## config.mk

```make
export PLATFORM = sky130hd
export DESIGN_NAME = adc_channel_scan_sequencer
export DESIGN_NICKNAME = d
export VERILOG_FILES = /design/src/hw/rtl/adcs_pkg.sv /design/src/hw/rtl/adc_channel_scan_sequencer.sv /design/src/hw/rtl/adcs_front.sv /design/src/hw/rtl/adcs_queue.sv /design/src/hw/rtl/adcs_back.sv
export VERILOG_INCLUDE_DIRS = /design/src /design/src/hw/rtl
export SDC_FILE = /design/constraint.sdc
export NUM_CORES = 1
export LEC_CHECK = 0
export ABC_AREA = 1
export BUFFER_PORTS_ARGS = -buffer_cell sky130_fd_sc_hd__buf_4
export CELL_PAD_IN_SITES_DETAIL_PLACEMENT = 1
export CELL_PAD_IN_SITES_GLOBAL_PLACEMENT = 2
export CORE_MARGIN = 5
export CORE_UTILIZATION = 40
export DETAILED_ROUTE_END_ITERATION = 6
export GPL_TIMING_DRIVEN = 0
export PLACE_DENSITY = 0.82
export SKIP_CTS_REPAIR_TIMING = 1
export SYNTH_ARGS = -nofsm -noshare
export SYNTH_HDL_FRONTEND = slang
export SYNTH_SLANG_ARGS = --single-unit
```

## constraint.sdc

```tcl
create_clock -name clk -period 11.2 [get_ports clk]
set_clock_uncertainty 0.15 [all_clocks]
set_input_delay 0.56 -clock clk [delete_from_list [all_inputs] [get_ports clk]]
set_output_delay 0.56 -clock clk [all_outputs]
set_load 0.02 [all_outputs]
```

## src/hw/rtl/assert_macros.svh

```systemverilog
// ---------------------------------------------------------------------------
// Assertion macros
// Shared concurrent assertion forms used across the scan sequencer RTL.
// ---------------------------------------------------------------------------
`ifndef ASSERT_MACROS_SVH
`define ASSERT_MACROS_SVH

// Property must hold at every clock edge outside reset.
`define ASSERT_CLK(label, clk, rst_n, prop) \
	label: assert property (@(posedge clk) disable iff (!rst_n) prop) \
		else $error("assertion failed");

// Condition must never be true outside reset.
`define ASSERT_NEVER(label, clk, rst_n, cond) \
	label: assert property (@(posedge clk) disable iff (!rst_n) !(cond)) \
		else $error("forbidden condition observed");

`endif

```

## src/hw/rtl/adcs_pkg.sv

```systemverilog
// ---------------------------------------------------------------------------
// ADC scan sequencer package
// Types, codes and constants shared by the scan sequencer modules.
// ---------------------------------------------------------------------------
package adcs_pkg;

	localparam int CHANNELS    = 4;
	localparam int CH_W        = 2;
	localparam int ADDR_W      = 7;
	localparam int WORD_W      = 16;
	localparam int SAMPLE_W    = 17;
	localparam int FAIL_W      = 8;
	localparam int CMD_W       = 2;
	localparam int ACT_W       = 3;
	localparam int PTR_W       = 2;
	localparam int CFG_IDX_W   = 2;
	localparam int QUEUE_DEPTH = 4;
	localparam int QUEUE_PTR_W = 2;
	localparam int QUEUE_CNT_W = 3;

	localparam logic [CMD_W-1:0] CMD_BUS   = 2'd0;
	localparam logic [CMD_W-1:0] CMD_ALERT = 2'd1;
	localparam logic [CMD_W-1:0] CMD_KICK  = 2'd2;

	localparam logic [ACT_W-1:0] ACT_REG_WRITE  = 3'd0;
	localparam logic [ACT_W-1:0] ACT_CONV_READ  = 3'd1;
	localparam logic [ACT_W-1:0] ACT_PROBE_READ = 3'd2;
	localparam logic [ACT_W-1:0] ACT_RETRY      = 3'd3;
	localparam logic [ACT_W-1:0] ACT_SAMPLE     = 3'd4;

	localparam logic [PTR_W-1:0] PTR_CONV   = 2'd0;
	localparam logic [PTR_W-1:0] PTR_CONFIG = 2'd1;
	localparam logic [PTR_W-1:0] PTR_LO_THR = 2'd2;
	localparam logic [PTR_W-1:0] PTR_HI_THR = 2'd3;

	localparam logic [CFG_IDX_W-1:0] CFG_FAIL_LIMIT   = 2'd0;
	localparam logic [CFG_IDX_W-1:0] CFG_CONFIG_RESET = 2'd1;
	localparam logic [CFG_IDX_W-1:0] CFG_HI_THRESHOLD = 2'd2;

	localparam logic [FAIL_W-1:0] FAIL_LIMIT_DEFAULT   = 8'd10;
	localparam logic [FAIL_W-1:0] FAIL_MAX             = 8'hFF;
	localparam logic [WORD_W-1:0] CONFIG_RESET_DEFAULT = 16'h8583;
	localparam logic [WORD_W-1:0] HI_THRESHOLD_DEFAULT = 16'h8000;

	localparam logic [ADDR_W-1:0] PROBE_ADDR_BASE = 7'h48;
	localparam logic [ADDR_W-1:0] ADDR_NONE       = 7'h00;

	localparam logic [WORD_W-1:0] CFG_MUX_MASK    = 16'hF000;
	localparam logic [WORD_W-1:0] CFG_MUX_SE_BASE = 16'h4000;
	localparam logic [WORD_W-1:0] CFG_SINGLE_SHOT = 16'h8000;
	localparam int                CFG_MUX_LSB     = 12;

	typedef enum logic [2:0] {
		PH_PROBE,
		PH_LO_DONE,
		PH_HI_DONE,
		PH_WAIT,
		PH_POLL
	} phase_t;

	typedef enum logic [2:0] {
		JOB_RETRY,
		JOB_PROBE,
		JOB_CONV_READ,
		JOB_WRITE,
		JOB_SAMPLE
	} job_kind_t;

	typedef struct packed {
		logic [CMD_W-1:0]  command;
		logic [ADDR_W-1:0] bus_addr;
		logic              timed_out;
		logic              aborted;
		logic              stop_seen;
		logic [WORD_W-1:0] read_data;
	} event_req_t;

	typedef struct packed {
		logic [ACT_W-1:0]    action;
		logic [ADDR_W-1:0]   target_addr;
		logic [PTR_W-1:0]    reg_pointer;
		logic [WORD_W-1:0]   write_word;
		logic [CH_W-1:0]     sample_channel;
		logic [SAMPLE_W-1:0] sample_value;
		logic                last;
	} result_req_t;

	typedef struct packed {
		job_kind_t           kind;
		logic [ADDR_W-1:0]   addr;
		logic [PTR_W-1:0]    pointer;
		logic [WORD_W-1:0]   word;
		logic [CH_W-1:0]     channel;
		logic [SAMPLE_W-1:0] value;
	} job_t;

endpackage

```

## src/hw/rtl/adc_channel_scan_sequencer.sv

```systemverilog
// ---------------------------------------------------------------------------
// ADC channel scan sequencer
// Drives a four-input I2C ADC: probing, threshold and config setup, sampling
// on alerts, channel rotation and failure fallback.
// ---------------------------------------------------------------------------
// An event request is accepted in any cycle in which the four-entry job queue
// has room, and its effect on the device phase is settled in that same cycle.
// Result requests leave one per cycle from a registered output stage while
// result_ready is high, and an event yields four results for a probe sweep,
// two for a sample, one for a register write, conversion read or retry, and
// none for an ignored event. Sustained throughput is therefore set by the
// result rate of the back end and by result_ready back-pressure.
module adc_channel_scan_sequencer (
	input  logic                           clk,
	input  logic                           arst_n,
	input  logic                           cfg_wr_en,
	input  logic [adcs_pkg::CFG_IDX_W-1:0] cfg_index,
	input  logic [adcs_pkg::WORD_W-1:0]    cfg_wdata,
	input  logic                           event_valid,
	output logic                           event_ready,
	input  adcs_pkg::event_req_t           event_req,
	output logic                           result_valid,
	input  logic                           result_ready,
	output adcs_pkg::result_req_t          result_req
);

	logic           push, full, pop, head_valid;
	adcs_pkg::job_t push_job, head_job;

	adcs_front u_front (
		.clk         (clk),
		.arst_n      (arst_n),
		.cfg_wr_en   (cfg_wr_en),
		.cfg_index   (cfg_index),
		.cfg_wdata   (cfg_wdata),
		.event_valid (event_valid),
		.event_ready (event_ready),
		.event_req   (event_req),
		.queue_full  (full),
		.push        (push),
		.push_job    (push_job)
	);

	adcs_queue u_queue (
		.clk        (clk),
		.arst_n     (arst_n),
		.push       (push),
		.push_job   (push_job),
		.full       (full),
		.pop        (pop),
		.head_valid (head_valid),
		.head_job   (head_job)
	);

	adcs_back u_back (
		.clk          (clk),
		.arst_n       (arst_n),
		.head_valid   (head_valid),
		.head_job     (head_job),
		.pop          (pop),
		.result_valid (result_valid),
		.result_ready (result_ready),
		.result_req   (result_req)
	);

endmodule

```

## src/hw/rtl/adcs_front.sv

```systemverilog
// ---------------------------------------------------------------------------
// Scan sequencer front end
// Accepts bus and alert events, advances the device phase and queues one job
// per event that calls for bus traffic, a retry or a sample.
// ---------------------------------------------------------------------------
`include "assert_macros.svh"

module adcs_front (
	input  logic                           clk,
	input  logic                           arst_n,
	input  logic                           cfg_wr_en,
	input  logic [adcs_pkg::CFG_IDX_W-1:0] cfg_index,
	input  logic [adcs_pkg::WORD_W-1:0]    cfg_wdata,
	input  logic                           event_valid,
	output logic                           event_ready,
	input  adcs_pkg::event_req_t           event_req,
	input  logic                           queue_full,
	output logic                           push,
	output adcs_pkg::job_t                 push_job
);

	adcs_pkg::phase_t                 phase_q, phase_d, kick_phase;
	logic [adcs_pkg::FAIL_W-1:0]      fail_limit_q;
	logic [adcs_pkg::WORD_W-1:0]      cfg_reset_q;
	logic [adcs_pkg::WORD_W-1:0]      hi_thr_q;
	logic [adcs_pkg::FAIL_W-1:0]      fail_q, fail_d, fail_inc;
	logic [adcs_pkg::CH_W-1:0]        ch_q, ch_d;
	logic [adcs_pkg::WORD_W-1:0]      cw_q, cw_d;
	logic [adcs_pkg::ADDR_W-1:0]      dev_q, dev_d;
	logic [adcs_pkg::CHANNELS-1:0]    seen_q, seen_d;
	logic                             accept, foreign, do_kick, job_valid;
	adcs_pkg::job_t                   job;

	assign event_ready = !queue_full;
	assign accept      = event_valid && event_ready;
	assign push        = accept && job_valid;
	assign push_job    = job;

	assign foreign = (phase_q != adcs_pkg::PH_PROBE) &&
		(event_req.bus_addr != adcs_pkg::ADDR_NONE) && (event_req.bus_addr != dev_q);
	assign fail_inc = ((phase_q != adcs_pkg::PH_PROBE) && (fail_q != adcs_pkg::FAIL_MAX)) ?
		fail_q + 8'd1 : fail_q;
	assign kick_phase = (event_req.command == adcs_pkg::CMD_ALERT) ?
		adcs_pkg::PH_POLL : phase_q;

	always_comb begin
		phase_d   = phase_q;
		fail_d    = fail_q;
		ch_d      = ch_q;
		cw_d      = cw_q;
		dev_d     = dev_q;
		seen_d    = seen_q;
		do_kick   = 1'b0;
		job_valid = 1'b0;
		job       = '{kind: adcs_pkg::JOB_RETRY, default: '0};
		unique case (event_req.command)
			adcs_pkg::CMD_BUS: begin
				if (foreign) begin
					job_valid = 1'b0;
				end else if (event_req.timed_out || event_req.aborted) begin
					fail_d = fail_inc;
					if ((fail_inc > fail_limit_q) || (phase_q == adcs_pkg::PH_PROBE)) begin
						phase_d = adcs_pkg::PH_PROBE;
					end
					job_valid = 1'b1;
					job.kind  = adcs_pkg::JOB_RETRY;
				end else if (!event_req.stop_seen) begin
					do_kick = 1'b1;
				end else begin
					for (int i = 0; i < adcs_pkg::CHANNELS; i++) begin
						seen_d[i] = (event_req.bus_addr ==
							adcs_pkg::ADDR_W'(adcs_pkg::PROBE_ADDR_BASE + i));
					end
					fail_d = '0;
					job.addr = dev_q;
					unique case (phase_q)
						adcs_pkg::PH_PROBE: begin
							cw_d        = cfg_reset_q;
							phase_d     = adcs_pkg::PH_LO_DONE;
							dev_d       = event_req.bus_addr;
							job_valid   = 1'b1;
							job.kind    = adcs_pkg::JOB_WRITE;
							job.addr    = event_req.bus_addr;
							job.pointer = adcs_pkg::PTR_LO_THR;
						end
						adcs_pkg::PH_LO_DONE: begin
							phase_d     = adcs_pkg::PH_HI_DONE;
							job_valid   = 1'b1;
							job.kind    = adcs_pkg::JOB_WRITE;
							job.pointer = adcs_pkg::PTR_HI_THR;
							job.word    = hi_thr_q;
						end
						adcs_pkg::PH_HI_DONE: begin
							phase_d     = adcs_pkg::PH_WAIT;
							job_valid   = 1'b1;
							job.kind    = adcs_pkg::JOB_WRITE;
							job.pointer = adcs_pkg::PTR_CONFIG;
							job.word    = cw_q;
						end
						adcs_pkg::PH_POLL: begin
							ch_d        = ch_q + 2'd1;
							cw_d        = (cw_q & ~adcs_pkg::CFG_MUX_MASK) |
								(adcs_pkg::CFG_MUX_SE_BASE +
								 adcs_pkg::WORD_W'({ch_d, {adcs_pkg::CFG_MUX_LSB{1'b0}}})) |
								adcs_pkg::CFG_SINGLE_SHOT;
							phase_d     = adcs_pkg::PH_LO_DONE;
							job_valid   = 1'b1;
							job.kind    = adcs_pkg::JOB_SAMPLE;
							job.channel = ch_q;
							job.value   = {event_req.read_data, 1'b0};
						end
						default: begin
							job_valid = 1'b0;
						end
					endcase
				end
			end
			adcs_pkg::CMD_ALERT: begin
				phase_d = adcs_pkg::PH_POLL;
				do_kick = 1'b1;
			end
			adcs_pkg::CMD_KICK: begin
				do_kick = 1'b1;
			end
			default: begin
				do_kick = 1'b0;
			end
		endcase
		if (do_kick) begin
			if (kick_phase == adcs_pkg::PH_POLL) begin
				job_valid = 1'b1;
				job.kind  = adcs_pkg::JOB_CONV_READ;
				job.addr  = dev_q;
			end else if ((kick_phase == adcs_pkg::PH_PROBE) && (&seen_q)) begin
				seen_d    = '0;
				job_valid = 1'b1;
				job.kind  = adcs_pkg::JOB_PROBE;
			end
		end
	end

	always_ff @(posedge clk or negedge arst_n) begin
		if (!arst_n) begin
			phase_q <= adcs_pkg::PH_PROBE;
		end else if (accept) begin
			phase_q <= phase_d;
		end
	end

	always_ff @(posedge clk or negedge arst_n) begin
		if (!arst_n) begin
			fail_q <= '0;
			ch_q   <= '0;
			cw_q   <= adcs_pkg::CONFIG_RESET_DEFAULT;
			dev_q  <= adcs_pkg::ADDR_NONE;
			seen_q <= '1;
		end else if (accept) begin
			fail_q <= fail_d;
			ch_q   <= ch_d;
			cw_q   <= cw_d;
			dev_q  <= dev_d;
			seen_q <= seen_d;
		end
	end

	always_ff @(posedge clk or negedge arst_n) begin
		if (!arst_n) begin
			fail_limit_q <= adcs_pkg::FAIL_LIMIT_DEFAULT;
			cfg_reset_q  <= adcs_pkg::CONFIG_RESET_DEFAULT;
			hi_thr_q     <= adcs_pkg::HI_THRESHOLD_DEFAULT;
		end else if (cfg_wr_en) begin
			case (cfg_index)
				adcs_pkg::CFG_FAIL_LIMIT:   fail_limit_q <= cfg_wdata[adcs_pkg::FAIL_W-1:0];
				adcs_pkg::CFG_CONFIG_RESET: cfg_reset_q  <= cfg_wdata;
				adcs_pkg::CFG_HI_THRESHOLD: hi_thr_q     <= cfg_wdata;
				default: begin
				end
			endcase
		end
	end

	`ASSERT_CLK(a_seen_onehot_after_stop, clk, arst_n, (accept && (event_req.command == adcs_pkg::CMD_BUS) && !foreign && !event_req.timed_out && !event_req.aborted && event_req.stop_seen) |=> $onehot0(seen_q))

endmodule

```

## src/hw/rtl/adcs_queue.sv

```systemverilog
// ---------------------------------------------------------------------------
// Scan sequencer job queue
// Short first-in first-out buffer of jobs between front end and back end.
// ---------------------------------------------------------------------------
`include "assert_macros.svh"

module adcs_queue (
	input  logic           clk,
	input  logic           arst_n,
	input  logic           push,
	input  adcs_pkg::job_t push_job,
	output logic           full,
	input  logic           pop,
	output logic           head_valid,
	output adcs_pkg::job_t head_job
);

	adcs_pkg::job_t                     mem_q [adcs_pkg::QUEUE_DEPTH];
	logic [adcs_pkg::QUEUE_PTR_W-1:0]   wr_ptr_q, rd_ptr_q;
	logic [adcs_pkg::QUEUE_CNT_W-1:0]   count_q;

	assign full       = (count_q == adcs_pkg::QUEUE_CNT_W'(adcs_pkg::QUEUE_DEPTH));
	assign head_valid = (count_q != '0);
	assign head_job   = mem_q[rd_ptr_q];

	always_ff @(posedge clk) begin
		if (push) begin
			mem_q[wr_ptr_q] <= push_job;
		end
	end

	always_ff @(posedge clk or negedge arst_n) begin
		if (!arst_n) begin
			wr_ptr_q <= '0;
			rd_ptr_q <= '0;
			count_q  <= '0;
		end else begin
			if (push) begin
				wr_ptr_q <= wr_ptr_q + 1'b1;
			end
			if (pop) begin
				rd_ptr_q <= rd_ptr_q + 1'b1;
			end
			case ({push, pop})
				2'b10:   count_q <= count_q + 1'b1;
				2'b01:   count_q <= count_q - 1'b1;
				default: count_q <= count_q;
			endcase
		end
	end

	`ASSERT_NEVER(a_queue_overflow, clk, arst_n, (push && full && !pop) || (count_q > adcs_pkg::QUEUE_CNT_W'(adcs_pkg::QUEUE_DEPTH)))
	`ASSERT_NEVER(a_queue_underflow, clk, arst_n, pop && !head_valid)

endmodule

```

## src/hw/rtl/adcs_back.sv

```systemverilog
// ---------------------------------------------------------------------------
// Scan sequencer back end
// Expands each queued job into its result requests, one per cycle while
// result_ready does not stall the output, through a registered output stage.
// ---------------------------------------------------------------------------
`include "assert_macros.svh"

module adcs_back (
	input  logic                  clk,
	input  logic                  arst_n,
	input  logic                  head_valid,
	input  adcs_pkg::job_t        head_job,
	output logic                  pop,
	output logic                  result_valid,
	input  logic                  result_ready,
	output adcs_pkg::result_req_t result_req
);

	logic [adcs_pkg::CH_W-1:0] idx_q;
	logic                      res_valid_q;
	adcs_pkg::result_req_t     res_q, res;
	logic                      load, final_step;

	assign load         = head_valid && (!res_valid_q || result_ready);
	assign pop          = load && final_step;
	assign result_valid = res_valid_q;
	assign result_req   = res_q;

	always_comb begin
		res         = '0;
		final_step  = 1'b1;
		unique case (head_job.kind)
			adcs_pkg::JOB_RETRY: begin
				res.action = adcs_pkg::ACT_RETRY;
			end
			adcs_pkg::JOB_PROBE: begin
				res.action      = adcs_pkg::ACT_PROBE_READ;
				res.target_addr = adcs_pkg::PROBE_ADDR_BASE + adcs_pkg::ADDR_W'(idx_q);
				res.reg_pointer = adcs_pkg::PTR_CONFIG;
				final_step      = (idx_q == adcs_pkg::CH_W'(adcs_pkg::CHANNELS - 1));
			end
			adcs_pkg::JOB_CONV_READ: begin
				res.action      = adcs_pkg::ACT_CONV_READ;
				res.target_addr = head_job.addr;
				res.reg_pointer = adcs_pkg::PTR_CONV;
			end
			adcs_pkg::JOB_WRITE: begin
				res.action      = adcs_pkg::ACT_REG_WRITE;
				res.target_addr = head_job.addr;
				res.reg_pointer = head_job.pointer;
				res.write_word  = head_job.word;
			end
			adcs_pkg::JOB_SAMPLE: begin
				if (idx_q == '0) begin
					res.action         = adcs_pkg::ACT_SAMPLE;
					res.sample_channel = head_job.channel;
					res.sample_value   = head_job.value;
					final_step         = 1'b0;
				end else begin
					res.action      = adcs_pkg::ACT_REG_WRITE;
					res.target_addr = head_job.addr;
					res.reg_pointer = adcs_pkg::PTR_LO_THR;
				end
			end
			default: begin
				res.action = adcs_pkg::ACT_RETRY;
			end
		endcase
		res.last = final_step;
	end

	always_ff @(posedge clk or negedge arst_n) begin
		if (!arst_n) begin
			idx_q       <= '0;
			res_valid_q <= 1'b0;
		end else begin
			if (load) begin
				res_valid_q <= 1'b1;
				idx_q       <= final_step ? '0 : idx_q + 1'b1;
			end else if (result_ready) begin
				res_valid_q <= 1'b0;
			end
		end
	end

	always_ff @(posedge clk) begin
		if (load) begin
			res_q <= res;
		end
	end

	`ASSERT_CLK(a_idx_only_multi, clk, arst_n, (idx_q != '0) |-> (head_valid && ((head_job.kind == adcs_pkg::JOB_PROBE) || (head_job.kind == adcs_pkg::JOB_SAMPLE))))

endmodule
```

-- Yosys cells after proc, flatten, opt, wreduce, memory -nomap -nowiden
Memory sizes are Yosys's and may differ from the RTL's.
Cells that the tools add are included.
Widths: inputs -> output; s select.
- register bits: 138
- RAM bits: 188
- memories: 1
- input bits: 51
- word-level logic and storage cells: 157
- memory list (memory ; words ; width ; read ports ; clocked after Yosys merged registers in ; wr ports ; RTL line ; RTL):
    u_queue.mem_q ; 4 ; 47 ; 1 ; 0 ; 1 ; adcs_queue.sv:18 ; adcs_pkg::job_t mem_q [adcs_pkg::QUEUE_DEPTH];
- add/sub/neg operators: 9
- magnitude comparators: 1
- reduce and logical (&&, ||, !) cells: 40
- mux-type cells: 56
- bitwise operators: 3
- equality and inequality tests: 26
- operator list (kind ; number):
    $mux 47 ; 3
    $pmux 16 s2 ; 2
    $mux 44 ; 1
    $pmux 9 s4 ; 1
    $eq 7x7->1 const B ; 4
    $mux 4 ; 7
    $mux 3 ; 9
    $mux 8 ; 3
    $mux 19 ; 1
    $pmux 3 s2 ; 3
    $reduce_and 6->1 ; 3
    $mux 1 ; 16
    $add 15x14->15 const A ; 1
    $or 12x15->15 ; 1
    $mux 7 ; 2
    $eq 3x3->1 const B ; 4
    $pmux 3 s4 ; 1
    $mux 10 ; 1
    $reduce_bool 2->1 ; 5
    $eq 3x2->1 const B ; 3
    $mux 9 ; 1
    $pmux 3 s3 ; 1
    $add 2x1->2 const B ; 4
    $add 8x1->8 const B ; 1
    other kinds (30) ; 57

-- Longest topological paths before layout
Gate-level depths: netlist (run 1).
- depth in word-level cells: 13
- gate-level depth with buffers: 21
- mapped depth without buffers: 21

-- Modules after synthesis
A second synthesis (run 1) with hierarchy kept.
- cells, all modules: 1419
- area total of the unflattened synthesis: 15169.5 µm²
- by module, submodules not included (module ; instances ; sequential area each (µm²) ; cells each ; area an instance (µm²)):
    adcs_queue ; 1 ; 5820.6 ; 597 ; 8175.3
    adcs_front ; 1 ; 2025.7 ; 642 ; 4805.9
    adcs_back ; 1 ; 1516.5 ; 180 ; 2188.3

-- Worst setup path after synthesis (run 1)
OpenSTA, ideal clock, no wires.
- kind: flip-flop to flip-flop
- start: register u_queue.count_q[0] in the netlist's numbering
- end: register u_queue.count_q[2] in the netlist's numbering
- cell stages (with the launch flop): 11
- setup slack: 6.358 ns
- arrival: 4.562 ns
- buffers on the path: 0
- cell sequence: dfrtp_1 -> inv_1 -> a31oi_1 -> nand2_2 -> inv_2 -> ha_1 -> inv_1 -> fa_1 -> a21oi_1 -> o21ai_0 -> xor2_1
- RTL lines (element ; RTL line ; RTL):
    from (decl) ; adcs_queue.sv:20 ; logic [adcs_pkg::QUEUE_CNT_W-1:0] count_q;
    from (signal assigned) ; adcs_queue.sv:45 ; 2'b10: count_q <= count_q + 1'b1;
    from (signal assigned) ; adcs_queue.sv:46 ; 2'b01: count_q <= count_q - 1'b1;
    from (signal assigned) ; adcs_queue.sv:47 ; default: count_q <= count_q;
    $reduce_bool 3->1 (*) ; adcs_queue.sv:23 ; assign head_valid = (count_q != '0);
    $logic_and 1x1->1 (*) ; adcs_back.sv:24 ; assign load = head_valid && (!res_valid_q || result_ready);
    named net u_back.load ; adcs_back.sv:22 ; logic load, final_step;
    $logic_and 1x1->1 (*) ; adcs_back.sv:25 ; assign pop = load && final_step;
    named net pop ; adc_channel_scan_sequencer.sv:27 ; logic push, full, pop, head_valid;
    $eq 2x1->1 / $eq 2x2->1 (equally long branches) ; adcs_queue.sv:44 ; case ({push, pop})
    $pmux 3 s2 / $reduce_bool 2->1 (equally long branches) ; n/a ;
The timed path passes the listed nets; every way through them passes the cells marked *.
A chain may end at the register's enable or synchronous reset.

-- Final worst setup path (run 1)
- start: register u_front.phase_q[1]
- end: memory u_queue.mem_q[3][7] in the netlist's numbering, enable pin
- longest elaborated chain between the ends: 13
- ends and longest elaborated chain (element ; RTL line ; RTL):
    from (decl) ; adcs_front.sv:22 ; adcs_pkg::phase_t phase_q, phase_d, kick_phase;
    from (signal assigned) ; adcs_front.sv:144 ; phase_q <= adcs_pkg::PH_PROBE;
    from (signal assigned) ; adcs_front.sv:146 ; phase_q <= phase_d;
    $eq 3x3->1, or another cell as far along ; adcs_front.sv:76 ; unique case (phase_q)
    $reduce_or 4->1 (no source line) ; n/a ;
    $mux 1 ; adcs_front.sv:76 ;
    $mux 1 ; adcs_front.sv:67 ; end else if (!event_req.stop_seen) begin
    $mux 1 ; adcs_front.sv:60 ; end else if (event_req.timed_out || event_req.aborted) begin
    $mux 1 ; adcs_front.sv:58 ; if (foreign) begin
    $mux 1 ; adcs_front.sv:56 ; unique case (event_req.command)
    $mux 1 ; adcs_front.sv:134 ; end else if ((kick_phase == adcs_pkg::PH_PROBE) && (&seen_q)) begin
    $mux 1 ; adcs_front.sv:130 ; if (kick_phase == adcs_pkg::PH_POLL) begin
    $mux 1 (*) ; adcs_front.sv:129 ; if (do_kick) begin
    $logic_and 1x1->1 (*) ; adcs_front.sv:36 ; assign push = accept && job_valid;
    $mux 1 (*) ; adcs_queue.sv:27 ; if (push) begin
    $mux 1 (not written as such) (*) ; adcs_queue.sv:28 ; mem_q[wr_ptr_q] <= push_job;
    to (decl) ; adcs_queue.sv:18 ;
Every way passes the cells marked *; elsewhere a longest branch is shown, timed or not.

==> metrics.md, run 1 <==
| Metric | Value |
|---|---|
| Aggregate global-route resource usage | 17.93% |
| Area share of fa/ha/maj cells after synthesis | 1.873% |
| Final hold violation count | 0 |
| Yosys reg bits | 321 |
| Worst setup path category | reg2reg |
| H-tree levels | 2 |
| CTS tree | done |
| Root cell of the clock tree | sky130_fd_sc_hd__clkbuf_16 |
| Global route overflow | 0 |
| Row count | 68 |
| Gate count after technology mapping | 1296 |
| Largest family of logic cells by synthesized area | simple AND/OR/NAND/NOR gates |
| Syn Std Cell Area | 13760 sq um |
| Clock-pin slew on the worst setup and hold paths | 0.06 ns |
| Finish-stage setup viols | 0 |
| Mean post-synth cell area | 10.62 sq um |
| Layout Area Growth over Synthesis | 18.88% |
| Leakage power | 6.833 nW |
| Area enclosed by the die boundary | 38210 sq um |
| Standard cell with the maximum stage delay on the critical path | sky130_fd_sc_hd__nor2_4 |
| HPWL reported at the end of detailed placement | 23570 um |
| Max-cap violations | 0 |
| Simple-gate share of the synthesized area | 15.65% |
| Critical Path Max Stage Delay | 0.83 ns |
| Overall die height | 195.5 um |
| Maximum count of clock buffers along a single path | 3 |
| Number of pins exceeding their max-slew limit in the final report | 0 |
| Remaining antenna violation count after routing | 0 |
| Number of I/O pins | 101 |
| Count of buffers inserted at the top-level ports | 99 |
| Result of the run | finished, final reports clean |
| Minimum period implied by the final worst setup slack | 3.340 ns |
| Sequential area share after synthesis | 66.95% |
| Top cell by count, worst path | sky130_fd_sc_hd__nand2_1 |
| Num CTS Buffers | 36 |
| Net count of the mapped netlist | 1367 |
| Maximum number of pins on one net before global-route repair | 91 |
| Effective utilization at floorplan | 40.13% |
| DRC violation count after routing | 0 |
| Routed via count divided by cell count | 4.944 |
| Capturing element type of the critical path | register |
| First-pass GRT wire length | 54930 um |
| Worst hold path class | in2reg |
| Count of cell types in the netlist | 38 |
| Type of origin of the critical path | register |
| Setup repair after global routing missed its margin | false |
| Total wire length after detailed routing | 34090 um |
| Async set-or-reset flop fraction in the synthesized netlist | 28.04% |
| Total power divided by cell area | 248.0 nW/um^2 |
| Per-cell routed wire length | 17.74 um |
| Cell Chain, Critical Path | inv_2, nand2_4, nor2_2, nor2_1, nand2_1, nand3_1, nand2_1, nand2_1, nor2_4, buf_12 |
| Tcrit/Tclk final | 29.82% |
| Setup Total Neg Slack | 0 ns |
| Initial antenna violation count | 0 |
| Number of nets in the layout | 1511 |
| Count of flip-flops with a built-in enable after synthesis | 231 |
| Largest fanout of any net on the critical path | 26 |
| Detailed Routing Iterations Pass 1 | 4 |
| Number of sinks driven by the clock tree | 321 |
| Arrival time of the worst setup path | 3.40 ns |
| Share of post-route cells with drive strength above 1 | 16.17% |
| Placed Cells incl. Taps | 1855 |
| Slew at the pin closest to its max-slew limit | 0.9907 ns |
| Global placement routability congestion | 0.7684 |
| Worst slack at placement | 7.626 ns |
| Complex-gate fraction of the synthesized area | 9.356% |
| Highest clock frequency the design can meet | 299.4 MHz |
| Top FF cell, synth | sky130_fd_sc_hd__edfxtp_1 |
| Worst setup margin | 7.860 ns |
| Yosys warnings | 0 |
| Horiz. Die Dim | 195.5 um |
| Top library cells by usage in the layout, fill and taps aside | 240 x sky130_fd_sc_hd__nand2_1, 231 x sky130_fd_sc_hd__edfxtp_1, 188 x sky130_fd_sc_hd__nor2_1 |
| Detailed router's first-iteration violation count | 409 |
| WP data required | 11.26 ns |
| Via count of the first global-routing pass | 10170 |
| Later-pin clock latency in the skew report | 0.51 ns |
| Maximum ir drop on the vdd rail | 0.1080 mV |
| Mux contribution to synthesized area | 0% |
| Placeable Area | 34290 sq um |
| Number of non-filler instances in the completed layout | 1921 |
| Ant. Diodes | 0 |
| Most common cell after layout, fill and taps aside | sky130_fd_sc_hd__nand2_1 |
| Vias | 9497 |
| Slew margin rel. | 33.95% |
| Fraction of synthesized cell area in xor and xnor cells | 1.018% |
## critical path: cells and delay by family, from the launching register on
family	cells	cell delay (ns)
buf+inv	2	0.38
flops	1	0.44
simple gates	8	2.06
## synthesized netlist by cell type, drive strengths merged, types with 5 or more instances
cell type	number	area share, %
a21oi	53	2.0
a32o	5	0.36
buf	23	0.98
clkbuf	30	0.82
dfrtp	71	13
dfstp	19	3.6
edfxtp	231	50
ha	19	1.7
inv	122	3.3
nand2	252	7.2
nand3	46	1.9
nor2	204	5.9
nor3	6	0.34
o21ai	178	6.5
o22ai	9	0.41
xor2	12	0.76
## flip-flops by register name (all words and copies together), names as in the netlist, 3 cells and up
name,cells
u_front.hi_thr_q,16
u_front.fail_q,8
u_front.dev_q,7
u_front.phase_q,3
u_front.cw_q,16
u_back.result_req,47
u_front.seen_q,4
u_front.fail_limit_q,8
u_front.cfg_reset_q,16
u_queue.count_q,3
u_queue.mem_q,184
## metal layers
metal	share of wire (%)	GRT usage, %
met5	0	0
met4	2.1	4.784
met3	3.5	2.433
met2	50	31.44
met1	45	23.50
## report_power, final
part	leakage [nW]	switching [W]	internal (W)
Combinational	2.87	0.000895	0.000425
Sequential	3.43	0.0000958	0.00154
Clock	0.540	0.000452	0.000649
Total	6.83	0.00144	0.00261
## final timing paths
| check | start | end | slack [ns] | cells after the start |
|---|---|---|---|---|
| worst max register to register | u_front.phase_q[1] | u_queue.mem_q[3][7] | 7.86 | 10 |
| worst min register to register | u_queue.count_q[0] | u_queue.count_q[0] | 0.33 | 1 |
| worst max-delay path | u_front.phase_q[1] | u_queue.mem_q[3][7] | 7.86 | 10 |
| worst min-delay path | result_ready | u_back.result_valid | 0.09 | 2 |
| min in group asynchronous | arst_n | u_back.idx_q[1] | 0.40 | 2 |
| max in group asynchronous | arst_n | u_front.cw_q[0] | 9.80 | 3 |
## layout make-up
cell class / count / area (sq um)
fillers: 3785 / 17930
flip-flops and latches: 321 / 9213
multi-input cells: 800 / 3887
clock buffers: 49 / 1002
repair buffers: 106 / 880.8
well taps: 455 / 569.3
inverters: 122 / 457.9
plain buffers: 53 / 247.7
clock inverters: 15 / 101.3
## through the flow
| stage | total power (W) | hold WS, ns | util [%] | cell area [sq um] |
|---|---|---|---|---|
| 6_report | 0.004057 | 0.09107 | 47.71 | 16360 |
| 2_1_floorplan | 0.002487 | 0.1144 | - | 13760 |
| 3_5_place_dp | 0.002997 | 0.3164 | 44.38 | 15220 |
| 3_3_place_gp | 0.002947 | 0.3115 | 43.96 | 15070 |
| 4_1_cts | 0.004113 | 0.06783 | 47.60 | 16320 |
| 5_1_grt | 0.004319 | 0.09050 | 47.71 | 16360 |
## cells by family after synthesis
| family | after synthesis |
|---|---|
| compound gates | 248 |
| xor+xnor | 16 |
| simple gates | 515 |
| flops | 321 |
| buf+inv | 175 |
| fa+ha+maj | 20 |
| other cells | 1 |
No activity file was read; power rests on OpenSTA's default activity.
==> run 2, diff against run 1 <==
--- a/config.mk
+++ b/config.mk
@@ -11,10 +11,10 @@
 export CELL_PAD_IN_SITES_DETAIL_PLACEMENT = 1
 export CELL_PAD_IN_SITES_GLOBAL_PLACEMENT = 2
 export CORE_MARGIN = 5
-export CORE_UTILIZATION = 40
+export CORE_UTILIZATION = 36
 export DETAILED_ROUTE_END_ITERATION = 6
 export GPL_TIMING_DRIVEN = 0
-export PLACE_DENSITY = 0.82
+export PLACE_DENSITY = 0.78
 export SKIP_CTS_REPAIR_TIMING = 1
 export SYNTH_ARGS = -nofsm -noshare
 export SYNTH_HDL_FRONTEND = slang
==> constraint.sdc (replaced) <==
create_clock -name clk -period 2.9 [get_ports clk]
set_clock_uncertainty 0.15 [all_clocks]
set_input_delay 0.145 -clock clk [delete_from_list [all_inputs] [get_ports clk]]
set_output_delay 0.145 -clock clk [all_outputs]
set_load 0.02 [all_outputs]
==> metrics.md, run 2 (synthesized netlist as in run 1, its figures left out) <==
| Metric | Value |
|---|---|
| Ant. Diodes | 0 (unchanged) |
| Number of sinks driven by the clock tree | 321 (unchanged) |
| CTS tree | done (unchanged) |
| Detailed Routing Iterations Pass 1 | 5 (was 4) |
| Global placement routability congestion | 0.7560 (was 0.7684) |
| Number of pins exceeding their max-slew limit in the final report | 0 (unchanged) |
| Leakage power | 7.224 nW (was 6.833 nW) |
| Vias | 9796 (was 9497) |
| Area enclosed by the die boundary | 42230 sq um (was 38210 sq um) |
| Maximum number of pins on one net before global-route repair | 91 (unchanged) |
| Detailed router's first-iteration violation count | 392 (was 409) |
| Final core utilization | 46.10% (was 47.71%) |
| Highest clock frequency the design can meet | 358.6 MHz (was 299.4 MHz) |
| Maximum count of clock buffers along a single path | 3 (unchanged) |
| Clock-pin slew on the worst setup and hold paths | 0.06 ns (about the same) |
| Type of origin of the critical path | register (unchanged) |
| Number of I/O pins | 101 (unchanged) |
| Slew margin rel. | 18.57% (was 33.95%) |
| Worst setup path category | reg2reg (unchanged) |
| Critical Path Max Stage Delay | 0.40 ns (was 0.83 ns) |
| Count of buffers inserted at the top-level ports | 99 (unchanged) |
| Layout Area Growth over Synthesis | 26.19% (was 18.88%) |
| Later-pin clock latency in the skew report | 0.53 ns (was 0.51 ns) |
| Initial antenna violation count | 0 (unchanged) |
| Number of cells on the worst reg-to-reg path | 20 (was 10) |
| Total power divided by cell area | 937.8 nW/um^2 (was 248.0 nW/um^2) |
| Setup repair after global routing missed its margin | true (was false) |
| DRC violation count after routing | 0 (unchanged) |
| Finish-stage setup viols | 0 (unchanged) |
| Source of the critical timing path | u_front.fail_q[1] (was u_front.phase_q[1]) |
| Number of fill cells | 4178 (was 3785) |
| Worst slack at placement | -0.5061 ns (was 7.626 ns) |
| Setup slack of the most critical reg-to-reg path | 0.11 ns (was 7.86 ns) |
| Hold-critical path endpoint | u_front.fail_q[7] (was u_back.result_valid) |
| Worst setup margin | 0.1111 ns (was 7.860 ns) |
| Hold Path Cell Cnt | 4 (was 2) |
| Flip-flop count of the largest register, all copies and words added | 184 (unchanged) |
| Most common cell after layout, fill and taps aside | sky130_fd_sc_hd__edfxtp_1 (was sky130_fd_sc_hd__nand2_1) |
| Worst hold path class | in2reg (unchanged) |
| Largest fanout of any net on the critical path | 5 (was 26) |
| WP data required | 3.15 ns (was 11.26 ns) |
| Top library cells by usage in the layout, fill and taps aside | 231 x sky130_fd_sc_hd__edfxtp_1, 229 x sky130_fd_sc_hd__nand2_1, 185 x sky130_fd_sc_hd__nor2_1 (was 240 x sky130_fd_sc_hd__nand2_1, 231 x sky130_fd_sc_hd__edfxtp_1, 188 x sky130_fd_sc_hd__nor2_1) |
| Result of the run | finished, final reports clean (unchanged) |
| Register bank with the most flops | u_queue.mem_q (unchanged) |
| Arrival time of the worst setup path | 3.04 ns (was 3.40 ns) |
| Share of post-route cells with drive strength above 1 | 19.25% (was 16.17%) |
| Remaining antenna violation count after routing | 0 (unchanged) |
| Kind of cell adding the most delay to the critical path | simple AND/OR/NAND/NOR gates (unchanged) |
| Max-cap violations | 0 (unchanged) |
| Total wire length after detailed routing | 36130 um (was 34090 um) |
| End of the worst register-to-register path | u_front.phase_q[0] (was u_queue.mem_q[3][7]) |
| Per-cell routed wire length | 17.63 um (was 17.74 um) |
| Bufs and invs on worst path | 2 (unchanged) |
| Total power of the final layout | 0.01628 W (was 0.004057 W) |
| H-tree levels | 2 (unchanged) |
| Smallest hold slack | 0.04960 ns (was 0.09107 ns) |
| Overall die height | 205.5 um (was 195.5 um) |
| Startpoint of the worst-slack reg-to-reg timing path | u_front.fail_q[1] (was u_front.phase_q[1]) |
| Aggregate global-route resource usage | 16.71% (was 17.93%) |
| HPWL reported at the end of detailed placement | 24130 um (was 23570 um) |
| Maximum ir drop on the vdd rail | 0.3504 mV (was 0.1080 mV) |
| Num CTS Buffers | 36 (unchanged) |
| Effective utilization at floorplan | 36.53% (was 40.13%) |
| First-pass GRT wire length | 55230 um (was 54930 um) |
| Routed via count divided by cell count | 4.781 (was 4.944) |
| Slew at the pin closest to its max-slew limit | 1.221 ns (was 0.9907 ns) |
| Cell Chain, Critical Path | ha_2, nand2_4, nor3_4, nand2_2, o21ai_4, inv_2, nand2_2, xor2_2, inv_2, ha_4, nand2_4, o21a_1, nand2_1, nand2_2, nand2_1, nand2_1, nand2_2, nand2_2, nand2_1, nand2_1 (was inv_2, nand2_4, nor2_2, nor2_1, nand2_1, nand3_1, nand2_1, nand2_1, nor2_4, buf_12) |
| Global route overflow | 0 (unchanged) |
| Number of nets in the layout | 1582 (was 1511) |
| Final hold violation count | 0 (unchanged) |
| Tcrit/Tclk final | 96.17% (was 29.82%) |
| Placeable Area | 37670 sq um (was 34290 sq um) |
| Capturing element type of the critical path | register (unchanged) |
| Root cell of the clock tree | sky130_fd_sc_hd__clkbuf_16 (unchanged) |
| Horiz. Die Dim | 205.5 um (was 195.5 um) |
| Source of the worst hold timing path | event_valid (was result_ready) |
| Standard cell with the maximum stage delay on the critical path | sky130_fd_sc_hd__dfrtp_1 (was sky130_fd_sc_hd__nor2_4) |
| Row count | 71 (was 68) |
| Via count of the first global-routing pass | 10150 (was 10170) |
| Minimum period implied by the final worst setup slack | 2.789 ns (was 3.340 ns) |
[run 2: final cells by class]
type	count	area (sq um)	area share, %
well taps	511	639.4	3.682
clock buffers	47	952.2	5.483
flip-flops and latches	321	9215	53.07
inverters	122	460.4	2.652
plain buffers	53	255.2	1.470
multi-input cells	801	4076	23.48
clock inverters	18	176.4	1.016
repair buffers	176	1589	9.151
[run 2: how the worst max path moves through the flow]
| stage | endpoint | slack [ns] | depth (start not counted) |
|---|---|---|---|
| finish | u_front.phase_q[0] | 0.11 | 20 |
| global route | u_front.phase_q[0] | -0.09 | 20 |
| CTS | u_front.phase_q[0] | -0.54 | 21 |
| detailed placement | u_front.phase_q[0] | -0.51 | 21 |
| global placement | u_queue.mem_q[1][3] | -1.67 | 9 |
| floorplan | u_queue.mem_q[0][10] | -0.21 | 11 |
[run 2: tightest hold or removal path: stages]
cell and delay [ns]:
sky130_fd_sc_hd__buf_4 0.08, sky130_fd_sc_hd__nand2_2 0.17, sky130_fd_sc_hd__o21ai_0 0.19, sky130_fd_sc_hd__o21ai_0 0.08
[run 2: metrics by stage]
stage | setup TNS [ns] | cells | instance area [sq um]
4_1_cts | -48.35 | 1980 | 16530
6_report | 0 | 2049 | 17360
2_1_floorplan | -39.54 | 1296 | 13790
3_3_place_gp | -307.37 | 1906 | 15170
5_1_grt | -0.3003 | 2049 | 17360
3_5_place_dp | -44.06 | 1915 | 15400
[run 2: where the power goes]
| part | leakage (nW) | switching (W) | internal [W] |
|---|---|---|---|
| registers | 3.43 | 0.000382 | 0.00594 |
| logic | 3.25 | 0.00366 | 0.00190 |
| clock network | 0.554 | 0.00181 | 0.00259 |
| total | 7.22 | 0.00585 | 0.0104 |
[run 2: metal layers]
metal	wire length (um)	GRT usage, %
met4	495	3.541
met1	15740	21.58
met5	0	0
met2	18270	29.77
met3	1618	2.664
==> run 3, diff against run 2 <==
--- a/config.mk
+++ b/config.mk
@@ -15,6 +15,7 @@
 export DETAILED_ROUTE_END_ITERATION = 6
 export GPL_TIMING_DRIVEN = 0
 export PLACE_DENSITY = 0.78
+export SETUP_SLACK_MARGIN = 0.15
 export SKIP_CTS_REPAIR_TIMING = 1
 export SYNTH_ARGS = -nofsm -noshare
 export SYNTH_HDL_FRONTEND = slang
==> metrics.md, run 3 (synthesized netlist as in run 1, its figures left out) <==
| Metric | Value |
|---|---|
| Root cell of the clock tree | sky130_fd_sc_hd__clkbuf_16 (unchanged) |
| Global placement routability congestion | 0.7561 (was 0.7560) |
| Overall die height | 205.5 um (unchanged) |
| Slew at the pin closest to its max-slew limit | 1.236 ns (was 1.221 ns) |
| Number of non-filler instances in the completed layout | 2060 (was 2049) |
| Slew margin rel. | 17.58% (was 18.57%) |
| Clock-pin slew on the worst setup and hold paths | 0.06 ns (about the same) |
| Via count of the first global-routing pass | 10200 (was 10150) |
| Setup repair after global routing missed its margin | true (unchanged) |
| Maximum number of pins on one net before global-route repair | 91 (unchanged) |
| CTS tree | done (unchanged) |
| Global route overflow | 0 (unchanged) |
| Largest fanout of any net on the critical path | 6 (was 5) |
| Total power divided by cell area | 958.6 nW/um^2 (was 937.8 nW/um^2) |
| Setup slack of the most critical reg-to-reg path | 0.09 ns (was 0.11 ns) |
| Capturing element type of the critical path | register (unchanged) |
| Ant. Diodes | 0 (unchanged) |
| Later-pin clock latency in the skew report | 0.53 ns (about the same) |
| Share of post-route cells with drive strength above 1 | 20.27% (was 19.25%) |
| Violated checks | negative hold slack |
| Detailed router's first-iteration violation count | 469 (was 392) |
| Type of origin of the critical path | register (unchanged) |
| DRC violation count after routing | 0 (unchanged) |
| Arrival time of the worst setup path | 3.07 ns (was 3.04 ns) |
| Maximum ir drop on the vdd rail | 0.4557 mV (was 0.3504 mV) |
| Register bank with the most flops | u_queue.mem_q (unchanged) |
| Number of nets in the layout | 1591 (was 1582) |
| Number of sinks driven by the clock tree | 321 (unchanged) |
| Remaining antenna violation count after routing | 0 (unchanged) |
| Finish-stage setup viols | 0 (unchanged) |
| Detailed Routing Iterations Pass 1 | 5 (unchanged) |
| Flip-flop count of the largest register, all copies and words added | 184 (unchanged) |
| Total wire length after detailed routing | 37290 um (was 36130 um) |
| Effective utilization at floorplan | 36.53% (unchanged) |
| Routed via count divided by cell count | 4.823 (was 4.781) |
| Final core utilization | 46.64% (was 46.10%) |
| Num CTS Buffers | 37 (was 36) |
| Tcrit/Tclk final | 96.86% (was 96.17%) |
| Result of the run | finished with violations (was finished, final reports clean) |
| Final hold violation count | 10 (was 0) |
| HPWL reported at the end of detailed placement | 24220 um (was 24130 um) |
| Setup Total Neg Slack | 0 ns (unchanged) |
| First-pass GRT wire length | 55860 um (was 55230 um) |
| WP data required | 3.16 ns (was 3.15 ns) |
| Placeable Area | 37670 sq um (unchanged) |
| Leakage power | 7.293 nW (was 7.224 nW) |
| Number of fill cells | 4147 (was 4178) |
| Max-cap violations | 0 (unchanged) |
| Worst hold path class | in2reg (unchanged) |
| Count of buffers inserted at the top-level ports | 99 (unchanged) |
| Layout Area Growth over Synthesis | 27.67% (was 26.19%) |
| Minimum period implied by the final worst setup slack | 2.809 ns (was 2.789 ns) |
| Number of pins exceeding their max-slew limit in the final report | 0 (unchanged) |
| Per-cell routed wire length | 18.10 um (was 17.63 um) |
| Placed Cells incl. Taps | 1914 (was 1915) |
| Highest clock frequency the design can meet | 356.0 MHz (was 358.6 MHz) |
| Number of I/O pins | 101 (unchanged) |
| Top library cells by usage in the layout, fill and taps aside | 231 x sky130_fd_sc_hd__edfxtp_1, 228 x sky130_fd_sc_hd__nand2_1, 186 x sky130_fd_sc_hd__nor2_1 (was 231 x sky130_fd_sc_hd__edfxtp_1, 229 x sky130_fd_sc_hd__nand2_1, 185 x sky130_fd_sc_hd__nor2_1) |
| H-tree levels | 2 (unchanged) |
| Smallest hold slack | -0.05510 ns (was 0.04960 ns) |
| Horiz. Die Dim | 205.5 um (unchanged) |
| Maximum count of clock buffers along a single path | 3 (unchanged) |
| Area enclosed by the die boundary | 42230 sq um (unchanged) |
| Initial antenna violation count | 0 (unchanged) |
| Vias | 9936 (was 9796) |
| Aggregate global-route resource usage | 16.80% (was 16.71%) |
| Row count | 71 (unchanged) |
| Worst setup path category | reg2reg (unchanged) |
| Most common cell after layout, fill and taps aside | sky130_fd_sc_hd__edfxtp_1 (unchanged) |
run 3: cell types whose count changed in the layout (fill, tap and decap cells not counted), sizes merged:
cell / before / now
nor2: 205 / 206
dlygate4sd3: 50 / 48
inv: 124 / 125
bufinv: 3 / 5
clkinv: 13 / 10
clkinvlp: 0 / 1
buf: 148 / 155
clkbuf: 78 / 82
run 3: per-layer routing:
metal,wire (um),part of all wire (%),GRT usage [%],up-vias
li1,-,-,-,4808
met1,16040,43,21.61,4885
met2,19050,51,30.11,191
met3,1457,3.9,2.474,52
met4,738,2.0,3.756,0
met5,0,0,0,-
run 3: worst paths after layout:
path                                   start                       to  depth (start not counted)
max in group asynchronous             arst_n      u_queue.rd_ptr_q[0]                          2
setup / recovery           u_front.fail_q[0]       u_front.phase_q[0]                         20
setup reg to reg           u_front.fail_q[0]       u_front.phase_q[0]                         20
hold / removal                  cfg_index[1]  u_front.fail_limit_q[5]                          5
hold reg to reg             u_front.cw_q[15]         u_front.cw_q[15]                          2
min in group asynchronous             arst_n      u_front.hi_thr_q[8]                          2
run 3: critical path: stages, from the launching register on:
cell	delay, ns
sky130_fd_sc_hd__dfrtp_1	0.41
sky130_fd_sc_hd__ha_2	0.21
sky130_fd_sc_hd__nand2_2	0.08
sky130_fd_sc_hd__nor3_4	0.17
sky130_fd_sc_hd__nand2_2	0.10
sky130_fd_sc_hd__o21ai_4	0.11
sky130_fd_sc_hd__inv_2	0.11
sky130_fd_sc_hd__nand2_2	0.09
sky130_fd_sc_hd__xor2_2	0.19
sky130_fd_sc_hd__inv_2	0.07
sky130_fd_sc_hd__ha_4	0.26
sky130_fd_sc_hd__nand2_2	0.06
sky130_fd_sc_hd__o21a_1	0.18
sky130_fd_sc_hd__nand2_1	0.07
sky130_fd_sc_hd__nand2_2	0.05
sky130_fd_sc_hd__nand2_1	0.05
sky130_fd_sc_hd__nand2_1	0.06
sky130_fd_sc_hd__nand2_2	0.09
sky130_fd_sc_hd__nand2_2	0.07
sky130_fd_sc_hd__nand2_1	0.06
sky130_fd_sc_hd__nand2_1	0.05
run 3: area by class of cell:
cell class | count | area [sq um] | area share [%]
Clock buffer | 49 | 980.9 | 5.584
Tap cell | 511 | 639.4 | 3.639
Multi-Input combinational cell | 802 | 4120 | 23.45
Sequential cell | 321 | 9216 | 52.46
Clock inverter | 19 | 239.0 | 1.360
Timing Repair Buffer | 183 | 1654 | 9.415
Buffer | 53 | 255.2 | 1.453
Inverter | 122 | 462.9 | 2.635
run 3: metrics by stage:
| stage | worst slack [ns] | instance area (sq um) | power (W) |
|---|---|---|---|
| 6_report | 0.09097 | 17570 | 0.01684 |
| 3_3_place_gp | -1.667 | 15170 | 0.01142 |
| 4_1_cts | -0.5205 | 16580 | 0.01647 |
| 5_1_grt | -0.1244 | 17570 | 0.01782 |
| 2_1_floorplan | -0.2144 | 13790 | 0.009603 |
| 3_5_place_dp | -0.4763 | 15360 | 0.01167 |
run 3: power breakdown:
part | internal [W] | switching [W]
Sequential | 0.00594 | 0.000386
Clock | 0.00285 | 0.00187
Combinational | 0.00203 | 0.00376
Total | 0.0108 | 0.00602
